===== config.mk =====
export PLATFORM = sky130hd
export DESIGN_NAME = dual_ultrasonic_frame_averager_top
export DESIGN_NICKNAME = d
export VERILOG_FILES = /design/src/design/dufa_pkg.sv /design/src/design/dufa_parser.sv /design/src/design/dufa_datapath.sv /design/src/design/dufa_ctrl.sv /design/src/design/dual_ultrasonic_frame_averager_top.sv
export SDC_FILE = /design/constraint.sdc
export NUM_CORES = 2
export LEC_CHECK = 0
export BUFFER_PORTS_ARGS = -buffer_cell sky130_fd_sc_hd__buf_4
export CORE_AREA = 2 2 394 396
export DETAILED_ROUTE_END_ITERATION = 7
export DIE_AREA = 0 0 396 398
export GPL_TIMING_DRIVEN = 1
export PLACE_DENSITY = 0.83
export SLEW_MARGIN = 10
export SYNTH_ARGS = -nofsm -noshare
export SYNTH_HDL_FRONTEND = slang
export SYNTH_SLANG_ARGS = --single-unit

===== constraint.sdc =====
create_clock -name clk -period 8.15 [get_ports clk]
set_clock_uncertainty 0.15 [all_clocks]
set_input_delay 0.4075 -clock clk [delete_from_list [all_inputs] [get_ports clk]]
set_output_delay 0.4075 -clock clk [all_outputs]
set_load 0.005 [all_outputs]

===== src/design/dufa_pkg.sv =====
`timescale 1ns / 1ps
// shared constants, widths and controller/datapath interface types
// no dependencies
package dufa_pkg;

	localparam int DEF_RING_DEPTH = 64;
	localparam int BYTE_W = 8;
	localparam int WIN_W = 7;
	localparam int MM_W = 16;
	localparam int SUM_W = MM_W + WIN_W;
	localparam int DIV_CNT_W = $clog2(SUM_W);
	localparam int OUT_TDATA_W = 40;
	localparam logic [BYTE_W-1:0] HDR_BYTE = 8'hFF;
	localparam logic [WIN_W-1:0] WIN_RESET = 7'd1;

	typedef struct packed {
		logic take;
		logic load;
		logic rd_issue;
		logic div_step;
		logic out_load;
	} dufa_cmd_t;

	typedef struct packed {
		logic pair_hit;
		logic reads_done;
		logic out_busy;
	} dufa_sts_t;

endpackage


===== src/design/dufa_parser.sv =====
`timescale 1ns / 1ps
// frame parser for one sensor channel: header hunt, hi/lo/check bytes
// uses dufa_pkg
module dufa_parser (
	input  logic                        clk,
	input  logic                        arst_n,
	input  logic                        en,
	input  logic [dufa_pkg::BYTE_W-1:0] data_in,
	output logic                        good,
	output logic [dufa_pkg::MM_W-1:0]   mm
);

	localparam logic [1:0] POS_HUNT = 2'd0;
	localparam logic [1:0] POS_HI   = 2'd1;
	localparam logic [1:0] POS_LO   = 2'd2;
	localparam logic [1:0] POS_CK   = 2'd3;

	logic [1:0]                 pos_q;
	logic [dufa_pkg::MM_W-1:0]  frame_q;
	logic [dufa_pkg::BYTE_W-1:0] ck_exp;

	// header is counted into the check sum
	assign ck_exp = dufa_pkg::HDR_BYTE + frame_q[15:8] + frame_q[7:0];
	assign good = en && (pos_q == POS_CK) && (ck_exp == data_in);
	assign mm = frame_q;

	always_ff @(posedge clk or negedge arst_n) begin
		if (!arst_n) begin
			pos_q <= POS_HUNT;
			frame_q <= '0;
		end else if (en) begin
			unique case (pos_q)
				POS_HUNT: begin
					if (data_in == dufa_pkg::HDR_BYTE) begin
						pos_q <= POS_HI;
						frame_q <= '0;
					end
				end
				POS_HI: begin
					frame_q[15:8] <= data_in;
					pos_q <= POS_LO;
				end
				POS_LO: begin
					frame_q[7:0] <= data_in;
					pos_q <= POS_CK;
				end
				default: begin
					pos_q <= POS_HUNT;
				end
			endcase
		end
	end

endmodule


===== src/design/dufa_datapath.sv =====
`timescale 1ns / 1ps
// datapath: channel parsers, pending values, pair ring, accumulators,
// shift-subtract divider and output register; uses dufa_pkg and dufa_parser
module dufa_datapath #(
	parameter int RING_DEPTH = dufa_pkg::DEF_RING_DEPTH
) (
	input  logic                             clk,
	input  logic                             arst_n,
	input  dufa_pkg::dufa_cmd_t              cmd,
	output dufa_pkg::dufa_sts_t              sts,
	input  logic                             sensor_id,
	input  logic [dufa_pkg::BYTE_W-1:0]      data_byte,
	input  logic                             cfg_valid,
	input  logic [dufa_pkg::WIN_W-1:0]       cfg_data,
	input  logic                             m_ready,
	output logic                             m_valid,
	output logic [dufa_pkg::OUT_TDATA_W-1:0] m_data
);

	localparam int AW = $clog2(RING_DEPTH);
	localparam int FW = $clog2(RING_DEPTH + 1);
	localparam int MW = dufa_pkg::MM_W;
	localparam int SW = dufa_pkg::SUM_W;
	localparam int WW = dufa_pkg::WIN_W;

	logic [2*MW-1:0] ring_mem [RING_DEPTH];

	logic [WW-1:0] win_q;
	logic [MW-1:0] pv0_q, pv1_q;
	logic          pf0_q, pf1_q;
	logic [AW-1:0] wp_q, rp_q;
	logic [FW-1:0] fill_q;
	logic [WW-1:0] left_q;
	logic          rd_vld_s1;
	logic [2*MW-1:0] rd_data_s1;
	logic          out_vld_q;
	logic [dufa_pkg::OUT_TDATA_W-1:0] out_data_q;

	logic [WW-1:0] wdiv_q;
	logic          enough_q;
	logic [SW-1:0] sum0_q, sum1_q;
	logic [WW-1:0] rem0_q, rem1_q;

	logic          good0, good1, good;
	logic [MW-1:0] mm0, mm1, mm;
	logic          other_flag;
	logic [MW-1:0] new_v0, new_v1;
	logic [FW-1:0] fill_nxt;
	logic [AW-1:0] wp_nxt;
	logic [WW-1:0] w_eff, n_nxt;
	logic          enough_nxt;
	logic          rd_fire;
	logic [WW:0]   r0x, r1x, r0n, r1n;
	logic          ge0, ge1;

	dufa_parser u_parser0 (
		.clk     (clk),
		.arst_n  (arst_n),
		.en      (cmd.take && !sensor_id),
		.data_in (data_byte),
		.good    (good0),
		.mm      (mm0)
	);

	dufa_parser u_parser1 (
		.clk     (clk),
		.arst_n  (arst_n),
		.en      (cmd.take && sensor_id),
		.data_in (data_byte),
		.good    (good1),
		.mm      (mm1)
	);

	assign good = sensor_id ? good1 : good0;
	assign mm = sensor_id ? mm1 : mm0;
	assign other_flag = sensor_id ? pf0_q : pf1_q;
	assign new_v0 = (good && !sensor_id) ? mm : pv0_q;
	assign new_v1 = (good && sensor_id) ? mm : pv1_q;

	assign fill_nxt = (fill_q == FW'(RING_DEPTH)) ? fill_q : fill_q + 1'b1;
	assign wp_nxt = (wp_q == AW'(RING_DEPTH - 1)) ? '0 : wp_q + 1'b1;

	// window clamped to 1..RING_DEPTH, pair count to the new fill
	always_comb begin
		w_eff = win_q;
		if (win_q == '0) begin
			w_eff = WW'(1);
		end else if (int'(win_q) > RING_DEPTH) begin
			w_eff = WW'(RING_DEPTH);
		end
		if (int'(fill_nxt) < int'(w_eff)) begin
			n_nxt = WW'(fill_nxt);
		end else begin
			n_nxt = w_eff;
		end
	end

	assign enough_nxt = (n_nxt >= (w_eff >> 1));
	assign rd_fire = cmd.rd_issue && (left_q != '0);

	assign sts.pair_hit = good && other_flag;
	assign sts.reads_done = (left_q == '0) && !rd_vld_s1;
	assign sts.out_busy = out_vld_q && !m_ready;

	// one restoring divide step for each sum against the same divisor
	assign r0x = {rem0_q, sum0_q[SW-1]};
	assign r1x = {rem1_q, sum1_q[SW-1]};
	assign ge0 = (r0x >= {1'b0, wdiv_q});
	assign ge1 = (r1x >= {1'b0, wdiv_q});
	assign r0n = ge0 ? (r0x - {1'b0, wdiv_q}) : r0x;
	assign r1n = ge1 ? (r1x - {1'b0, wdiv_q}) : r1x;

	always_ff @(posedge clk) begin
		if (cmd.load) begin
			ring_mem[wp_q] <= {new_v1, new_v0};
		end
		if (rd_fire) begin
			rd_data_s1 <= ring_mem[rp_q];
		end
	end

	always_ff @(posedge clk or negedge arst_n) begin
		if (!arst_n) begin
			win_q <= dufa_pkg::WIN_RESET;
			pv0_q <= '0;
			pv1_q <= '0;
			pf0_q <= 1'b0;
			pf1_q <= 1'b0;
			wp_q <= '0;
			rp_q <= '0;
			fill_q <= '0;
			left_q <= '0;
			rd_vld_s1 <= 1'b0;
			out_vld_q <= 1'b0;
		end else begin
			if (cfg_valid) begin
				win_q <= cfg_data;
			end
			if (good) begin
				if (sensor_id) begin
					pv1_q <= mm;
					pf1_q <= 1'b1;
				end else begin
					pv0_q <= mm;
					pf0_q <= 1'b1;
				end
			end
			if (cmd.load) begin
				pf0_q <= 1'b0;
				pf1_q <= 1'b0;
				wp_q <= wp_nxt;
				fill_q <= fill_nxt;
				rp_q <= wp_q;
				left_q <= n_nxt;
			end else if (rd_fire) begin
				rp_q <= (rp_q == '0) ? AW'(RING_DEPTH - 1) : rp_q - 1'b1;
				left_q <= left_q - 1'b1;
			end
			rd_vld_s1 <= rd_fire;
			if (cmd.out_load) begin
				out_vld_q <= 1'b1;
			end else if (m_ready) begin
				out_vld_q <= 1'b0;
			end
		end
	end

	always_ff @(posedge clk) begin
		if (cmd.load) begin
			sum0_q <= '0;
			sum1_q <= '0;
			rem0_q <= '0;
			rem1_q <= '0;
			wdiv_q <= w_eff;
			enough_q <= enough_nxt;
		end else if (rd_vld_s1) begin
			sum0_q <= sum0_q + SW'(rd_data_s1[MW-1:0]);
			sum1_q <= sum1_q + SW'(rd_data_s1[2*MW-1:MW]);
		end else if (cmd.div_step) begin
			rem0_q <= r0n[WW-1:0];
			rem1_q <= r1n[WW-1:0];
			sum0_q <= {sum0_q[SW-2:0], ge0};
			sum1_q <= {sum1_q[SW-2:0], ge1};
		end
		if (cmd.out_load) begin
			out_data_q <= {7'b0, enough_q,
				(enough_q ? sum1_q[MW-1:0] : {MW{1'b0}}),
				(enough_q ? sum0_q[MW-1:0] : {MW{1'b0}})};
		end
	end

	assign m_valid = out_vld_q;
	assign m_data = out_data_q;

endmodule


===== src/design/dufa_ctrl.sv =====
`timescale 1ns / 1ps
// controller: sequences byte intake, ring summing, division and output load
// uses dufa_pkg
module dufa_ctrl (
	input  logic                clk,
	input  logic                arst_n,
	input  logic                s_valid,
	output logic                s_ready,
	output dufa_pkg::dufa_cmd_t cmd,
	input  dufa_pkg::dufa_sts_t sts
);

	localparam logic [1:0] ST_IDLE = 2'd0;
	localparam logic [1:0] ST_SUM  = 2'd1;
	localparam logic [1:0] ST_DIV  = 2'd2;
	localparam logic [1:0] ST_OUT  = 2'd3;

	logic [1:0]                       state_q, state_nxt;
	logic [dufa_pkg::DIV_CNT_W-1:0]   div_cnt_q;
	logic                             take;

	assign s_ready = (state_q == ST_IDLE);
	assign take = s_valid && s_ready;

	always_comb begin
		cmd = '0;
		cmd.take = take;
		state_nxt = state_q;
		unique case (state_q)
			ST_IDLE: begin
				if (take && sts.pair_hit) begin
					cmd.load = 1'b1;
					state_nxt = ST_SUM;
				end
			end
			ST_SUM: begin
				cmd.rd_issue = 1'b1;
				if (sts.reads_done) begin
					state_nxt = ST_DIV;
				end
			end
			ST_DIV: begin
				cmd.div_step = 1'b1;
				if (div_cnt_q == dufa_pkg::DIV_CNT_W'(dufa_pkg::SUM_W - 1)) begin
					state_nxt = ST_OUT;
				end
			end
			default: begin
				// hold the result until the output register is free
				if (!sts.out_busy) begin
					cmd.out_load = 1'b1;
					state_nxt = ST_IDLE;
				end
			end
		endcase
	end

	always_ff @(posedge clk or negedge arst_n) begin
		if (!arst_n) begin
			state_q <= ST_IDLE;
			div_cnt_q <= '0;
		end else begin
			state_q <= state_nxt;
			if (state_q == ST_DIV) begin
				div_cnt_q <= div_cnt_q + 1'b1;
			end else begin
				div_cnt_q <= '0;
			end
		end
	end

endmodule


===== src/design/dual_ultrasonic_frame_averager_top.sv =====
`timescale 1ns / 1ps
// Dual ultrasonic frame averager. Each input request carries one serial byte
// and its sensor channel; each channel parses 0xFF/hi/lo/check frames on its
// own. When both channels hold a fresh distance, the pair enters a ring of
// RING_DEPTH entries, the newest n = min(fill, window) pairs are summed and
// divided by the window, and one result request is sent (zeros with
// enough_pairs low when n is below half the window). A byte that does not
// complete a pair leaves the block ready for the next byte. A byte that
// completes a pair is written to the ring; while the output register is free,
// it is followed by n reads from the single read port of the ring memory,
// the add of the registered last read, 23 steps of the bit-serial divider and
// the load of the output register; a stalled result still in the output
// register adds its stall. avg_window may be written only while idle.
// depends on dufa_pkg, dufa_ctrl, dufa_datapath
module dual_ultrasonic_frame_averager_top #(
	parameter int RING_DEPTH = dufa_pkg::DEF_RING_DEPTH
) (
	input  logic                             clk,
	input  logic                             arst_n,
	input  logic                             s_axis_tvalid,
	output logic                             s_axis_tready,
	input  logic [dufa_pkg::BYTE_W-1:0]      s_axis_tdata,   // [7:0] data_byte
	input  logic                             s_axis_tuser,   // [0] sensor_id
	output logic                             m_axis_tvalid,
	input  logic                             m_axis_tready,
	// [15:0] first_avg_mm, [31:16] second_avg_mm, [32] enough_pairs, [39:33] zero
	output logic [dufa_pkg::OUT_TDATA_W-1:0] m_axis_tdata,
	input  logic                             cfg_valid,
	output logic                             cfg_ready,
	input  logic [dufa_pkg::WIN_W-1:0]       cfg_data        // avg_window
);

	dufa_pkg::dufa_cmd_t cmd;
	dufa_pkg::dufa_sts_t sts;

	assign cfg_ready = 1'b1;

	dufa_ctrl u_ctrl (
		.clk     (clk),
		.arst_n  (arst_n),
		.s_valid (s_axis_tvalid),
		.s_ready (s_axis_tready),
		.cmd     (cmd),
		.sts     (sts)
	);

	dufa_datapath #(
		.RING_DEPTH (RING_DEPTH)
	) u_datapath (
		.clk       (clk),
		.arst_n    (arst_n),
		.cmd       (cmd),
		.sts       (sts),
		.sensor_id (s_axis_tuser),
		.data_byte (s_axis_tdata),
		.cfg_valid (cfg_valid),
		.cfg_data  (cfg_data),
		.m_ready   (m_axis_tready),
		.m_valid   (m_axis_tvalid),
		.m_data    (m_axis_tdata)
	);

endmodule


==> metrics.md <==
| Metric | Value |
|---|---|
| Remaining antenna violation count | `0` |
| RePlAce Congestion | `0.8521` |
| Num rows | `between 100 and 150` |
| Residual DRC count | `0` |
| Io pins | `64` |
| Ys flop type | `edfxtp_1` |
| Arr. time, crit path | `roughly 6.6 ns` |
| WHS | `~0.0076 ns` |
| Detailed Route Iter0 Violations | `6761` |
| Final Setup Violations | `0` |
| Critical Path, Cell by Cell | `inv_1 -> ha_1 -> inv_1 -> ha_1 -> nor2b_1 -> a221o_1 -> o31ai_1 -> a32oi_1 -> o22ai_1 -> nand4_2 -> and2_4 -> buf_4 -> nor4_2 -> buf_4` |
| Sequential share of the synthesized area | `between 70% and 80%` |
| CP max FO | `47` |
| Maximum vdd drop | `0.3364 mV` |
| CTS tree | `yes` |
| Total die area | `~160000 µm²` |
| Postcts setup bufs | `0` |
| Final Max Slew Viols | `0` |
| CP delay by family, top | `simple AND/OR/NAND/NOR gates` |
| Final Net Count | `between 4000 and 5000` |
| Asr flop ratio synth | `under 10%` |
| Beginning of the worst register-to-register path | `u_datapath.u_parser1.mm[5]` |
| Number of CTS-inserted buffers | `around 210` |
| Clk slew on worst S/H paths | `~0.060 ns` |
| Final period util | `between 70% and 80%` |
| Worst path buffer plus inverter count | `4` |
| Library cells used by synthesis | `slightly above 80` |
| Design Area, Final | `102700 µm²` |
| #FFs+latches synth | `about 2300` |
| Min Tclk post-route | `between 6 and 7 ns` |
| # clock sinks | `approximately 2300` |
| Die X | `between 300 and 400 µm` |
| DR vias/cell | `approximately 7.0` |
| Worst Path Required | `8.50 ns` |
| Max-cap violation count | `0` |
| Crit. End Element | `flop` |
| Clk_lat worst skew | `roughly 0.87 ns` |
| Post_cts resized | `0` |
| Commonest non-fill, non-tap cells in the layout | `edfxtp_1, mux4_2, clkbuf_16` |
| Crit path max-delay cell type | `nor4_2` |
| CP startpoint kind | `flop` |
| PortBufs | `55` |
| Largest net degree at the start of global routing | `162` |
| Layout filler cell count | `slightly below 9000` |
| Commonest non-fill, non-tap cell in the layout | `edfxtp_1` |
| R2r setup slk | `~1.9 ns` |
| Post-DP HPWL | `~130 mm` |
| Leakage power | `slightly below 40 nW` |
| Slew @ Worst Pin | `1.314 ns` |
| Synth warnings | `0` |
| Initial core utilization | `59.75%` |
| Clk buf depth | `3` |
| Hold Vio Cnt, Final | `0` |
| Power Density | `~300 nW/µm²` |
| Layout cells sized above 1 | `between 20 and 30%` |
| First-pass GRT wire length | `around 350 mm` |
| Status | `finished clean` |
| Core ar. | `153300 µm²` |
| WS Path Type | `reg -> reg` |
| Drt first pass iters | `6` |
| Vias post-DR | `about 48000` |
| Worst stage delay on the critical path | `1.09 ns` |
| R2r endpoint | `u_datapath.ring_mem[52][20]` |
| Wire per inst | `35.84 µm` |
| Final setup TNS | `0 ns` |
| Die Span Y | `between 300 and 400 µm` |
| Post-synth EDFFs | `about 2100` |
| All-Layer GR Usage | `31.32%` |
| Synthesized area | `slightly above 90000 µm²` |
| Placement Cell Area | `approximately 96000 µm²` |
| Synthesized instance count | `around 4400` |
| Vias in the first global route | `between 40000 and 50000` |
| Synthesized area per cell | `roughly 21 µm²` |
| Hold WC Path Type | `in -> async` |
| Reg2reg path depth | `14` |
| Root buf cell | `clkbuf_16` |
| Synth-to-Final Area Change | `12.05%` |
| Rel. slew slack | `between 10 and 15%` |
| Final wirelength | `~240 mm` |
| Grt ovf | `0` |
| Fmax | `between 0.15 and 0.2 GHz` |
| Initial antenna violation count | `24` |
| H-tree level count | `4` |
| Unrepaired setup endpoints after global routing | `false` |
[cells in the mapped netlist, types with 12 or more instances]
cell | n | share of area, %
nor2_1 | 81 | 0.33
xnor2_1 | 47 | 0.45
nand2_1 | 96 | 0.39
o21ai_0 | 67 | 0.37
xor2_1 | 31 | 0.30
clkbuf_1 | 144 | 0.59
nor4_1 | 49 | 0.33
a21oi_1 | 77 | 0.42
nand2b_1 | 25 | 0.17
buf_2 | 30 | 0.16
edfxtp_1 | 2121 | 70
dfxtp_1 | 60 | 1.3
a211oi_1 | 64 | 0.52
mux2i_1 | 28 | 0.31
dfrtp_1 | 111 | 3.0
inv_1 | 105 | 0.43
a22o_1 | 33 | 0.32
mux4_2 | 672 | 17
nand4_1 | 12 | 0.082
mux2_2 | 23 | 0.28
ha_1 | 105 | 1.4
nor3_1 | 36 | 0.20
nor2b_1 | 34 | 0.23
buf_1 | 55 | 0.23
a21o_1 | 15 | 0.12
and2_1 | 43 | 0.29
nand3_1 | 31 | 0.17
[logic make-up (layout without fill, tap and decap cells)]
group | count (synthesis) | in the layout | share of synthesized area [%]
other | 2 | 13 | 0.008198
adders and majority gates | 112 | 112 | 1.577
AOI/OAI and AO/OA | 341 | 341 | 2.486
xor gates and xnor gates | 78 | 78 | 0.7457
DFF | 2293 | 2293 | 73.90
buffers and inverters | 350 | 726 | 1.543
muxes | 729 | 729 | 17.19
and+or+nand+nor | 448 | 448 | 2.553
[metrics by stage]
| stage | worst slack [ns] | utilization [%] | instances | total power, W |
|---|---|---|---|---|
| after floorplan | 1.265 | - | 4359 | 0.01909 |
| after global placement | 2.333 | 62.29 | 6361 | 0.02060 |
| after detailed placement | 2.078 | 62.29 | 6361 | 0.02078 |
| after CTS | 1.976 | 66.94 | 6779 | 0.03071 |
| after global routing | 1.585 | 66.94 | 6779 | 0.03168 |
| final | 1.863 | 66.95 | 6784 | 0.03064 |
[layout make-up]
| cell class | instances | area (µm²) | area share, % |
|---|---|---|---|
| timing repair buffer | 228 | 1879 | 1.831 |
| clock inverter | 118 | 1225 | 1.193 |
| multi-input combinational | 1716 | 23240 | 22.64 |
| clock buffer | 273 | 5625 | 5.480 |
| tap | 2044 | 2557 | 2.491 |
| antenna | 5 | 12.51 | 0.01219 |
| sequential | 2293 | 67710 | 65.96 |
| inverter | 107 | 401.6 | 0.3913 |
[sequential cells by signal, summed over array words and instances (netlist names), 2 cells and up]
signal / flops
u_datapath.u_parser1.mm: 16
u_datapath.u_parser0.pos_q: 2
u_ctrl.state_q: 2
u_datapath.wp_q: 6
u_datapath.wdiv_q: 7
u_datapath.ring_mem: 2048
u_datapath.rd_data_s1: 32
u_datapath.u_parser1.pos_q: 2
u_datapath.rem0_q: 7
u_datapath.fill_q: 7
u_datapath.m_data: 33
u_datapath.sum0_q: 23
u_datapath.rem1_q: 7
u_ctrl.div_cnt_q: 5
u_datapath.left_q: 7
u_datapath.win_q: 7
u_datapath.pv1_q: 16
u_datapath.rp_q: 6
u_datapath.u_parser0.mm: 16
u_datapath.pv0_q: 16
u_datapath.sum1_q: 23
[worst max path at each step]
stage,end,depth (start not counted),from
4_1_cts,u_datapath.ring_mem[52][28],15,u_datapath.u_parser0.mm[1]
5_1_grt,u_datapath.ring_mem[52][20],15,u_datapath.u_parser0.mm[1]
2_1_floorplan,u_datapath.ring_mem[30][0],15,u_datapath.u_parser1.mm[1]
3_5_place_dp,u_datapath.ring_mem[52][19],15,u_datapath.u_parser0.mm[9]
3_3_place_gp,u_datapath.ring_mem[52][20],15,u_datapath.u_parser0.mm[1]
6_report,u_datapath.ring_mem[52][20],14,u_datapath.u_parser1.mm[5]
[where the power goes]
group          internal [W]  switching (W)  leakage [nW]
Clock               0.00552        0.00443          3.34
Sequential           0.0132       0.000608          26.2
Combinational       0.00307        0.00382          8.94
Total                0.0218        0.00886          38.5
[worst register-to-register path, cell delays in order (launching register included)]
cell     delay (ns)
dfrtp_1        0.38
inv_1          0.11
ha_1           0.30
inv_1          0.04
ha_1           0.35
nor2b_1        0.21
a221o_1        0.40
o31ai_1        0.35
a32oi_1        0.17
o22ai_1        0.35
nand4_2        0.45
and2_4         0.47
buf_4          0.50
nor4_2         1.13
buf_4          0.54
[routing by layer]
layer  GRT usage, %  part of all wire [%]
met5              0                 0.061
met4          15.08                   5.6
met3          7.274                    11
met2          51.59                    50
met1          39.80                    34
[repair_timing]
| item | in CTS | in global routing |
|---|---|---|
| hold buffers | 27 | 0 |
| hold endpoints to repair | 93 | 0 |
| endpoints found under the setup margin | 0 | 0 |
Note: power is estimated with default switching activity, not from simulation.
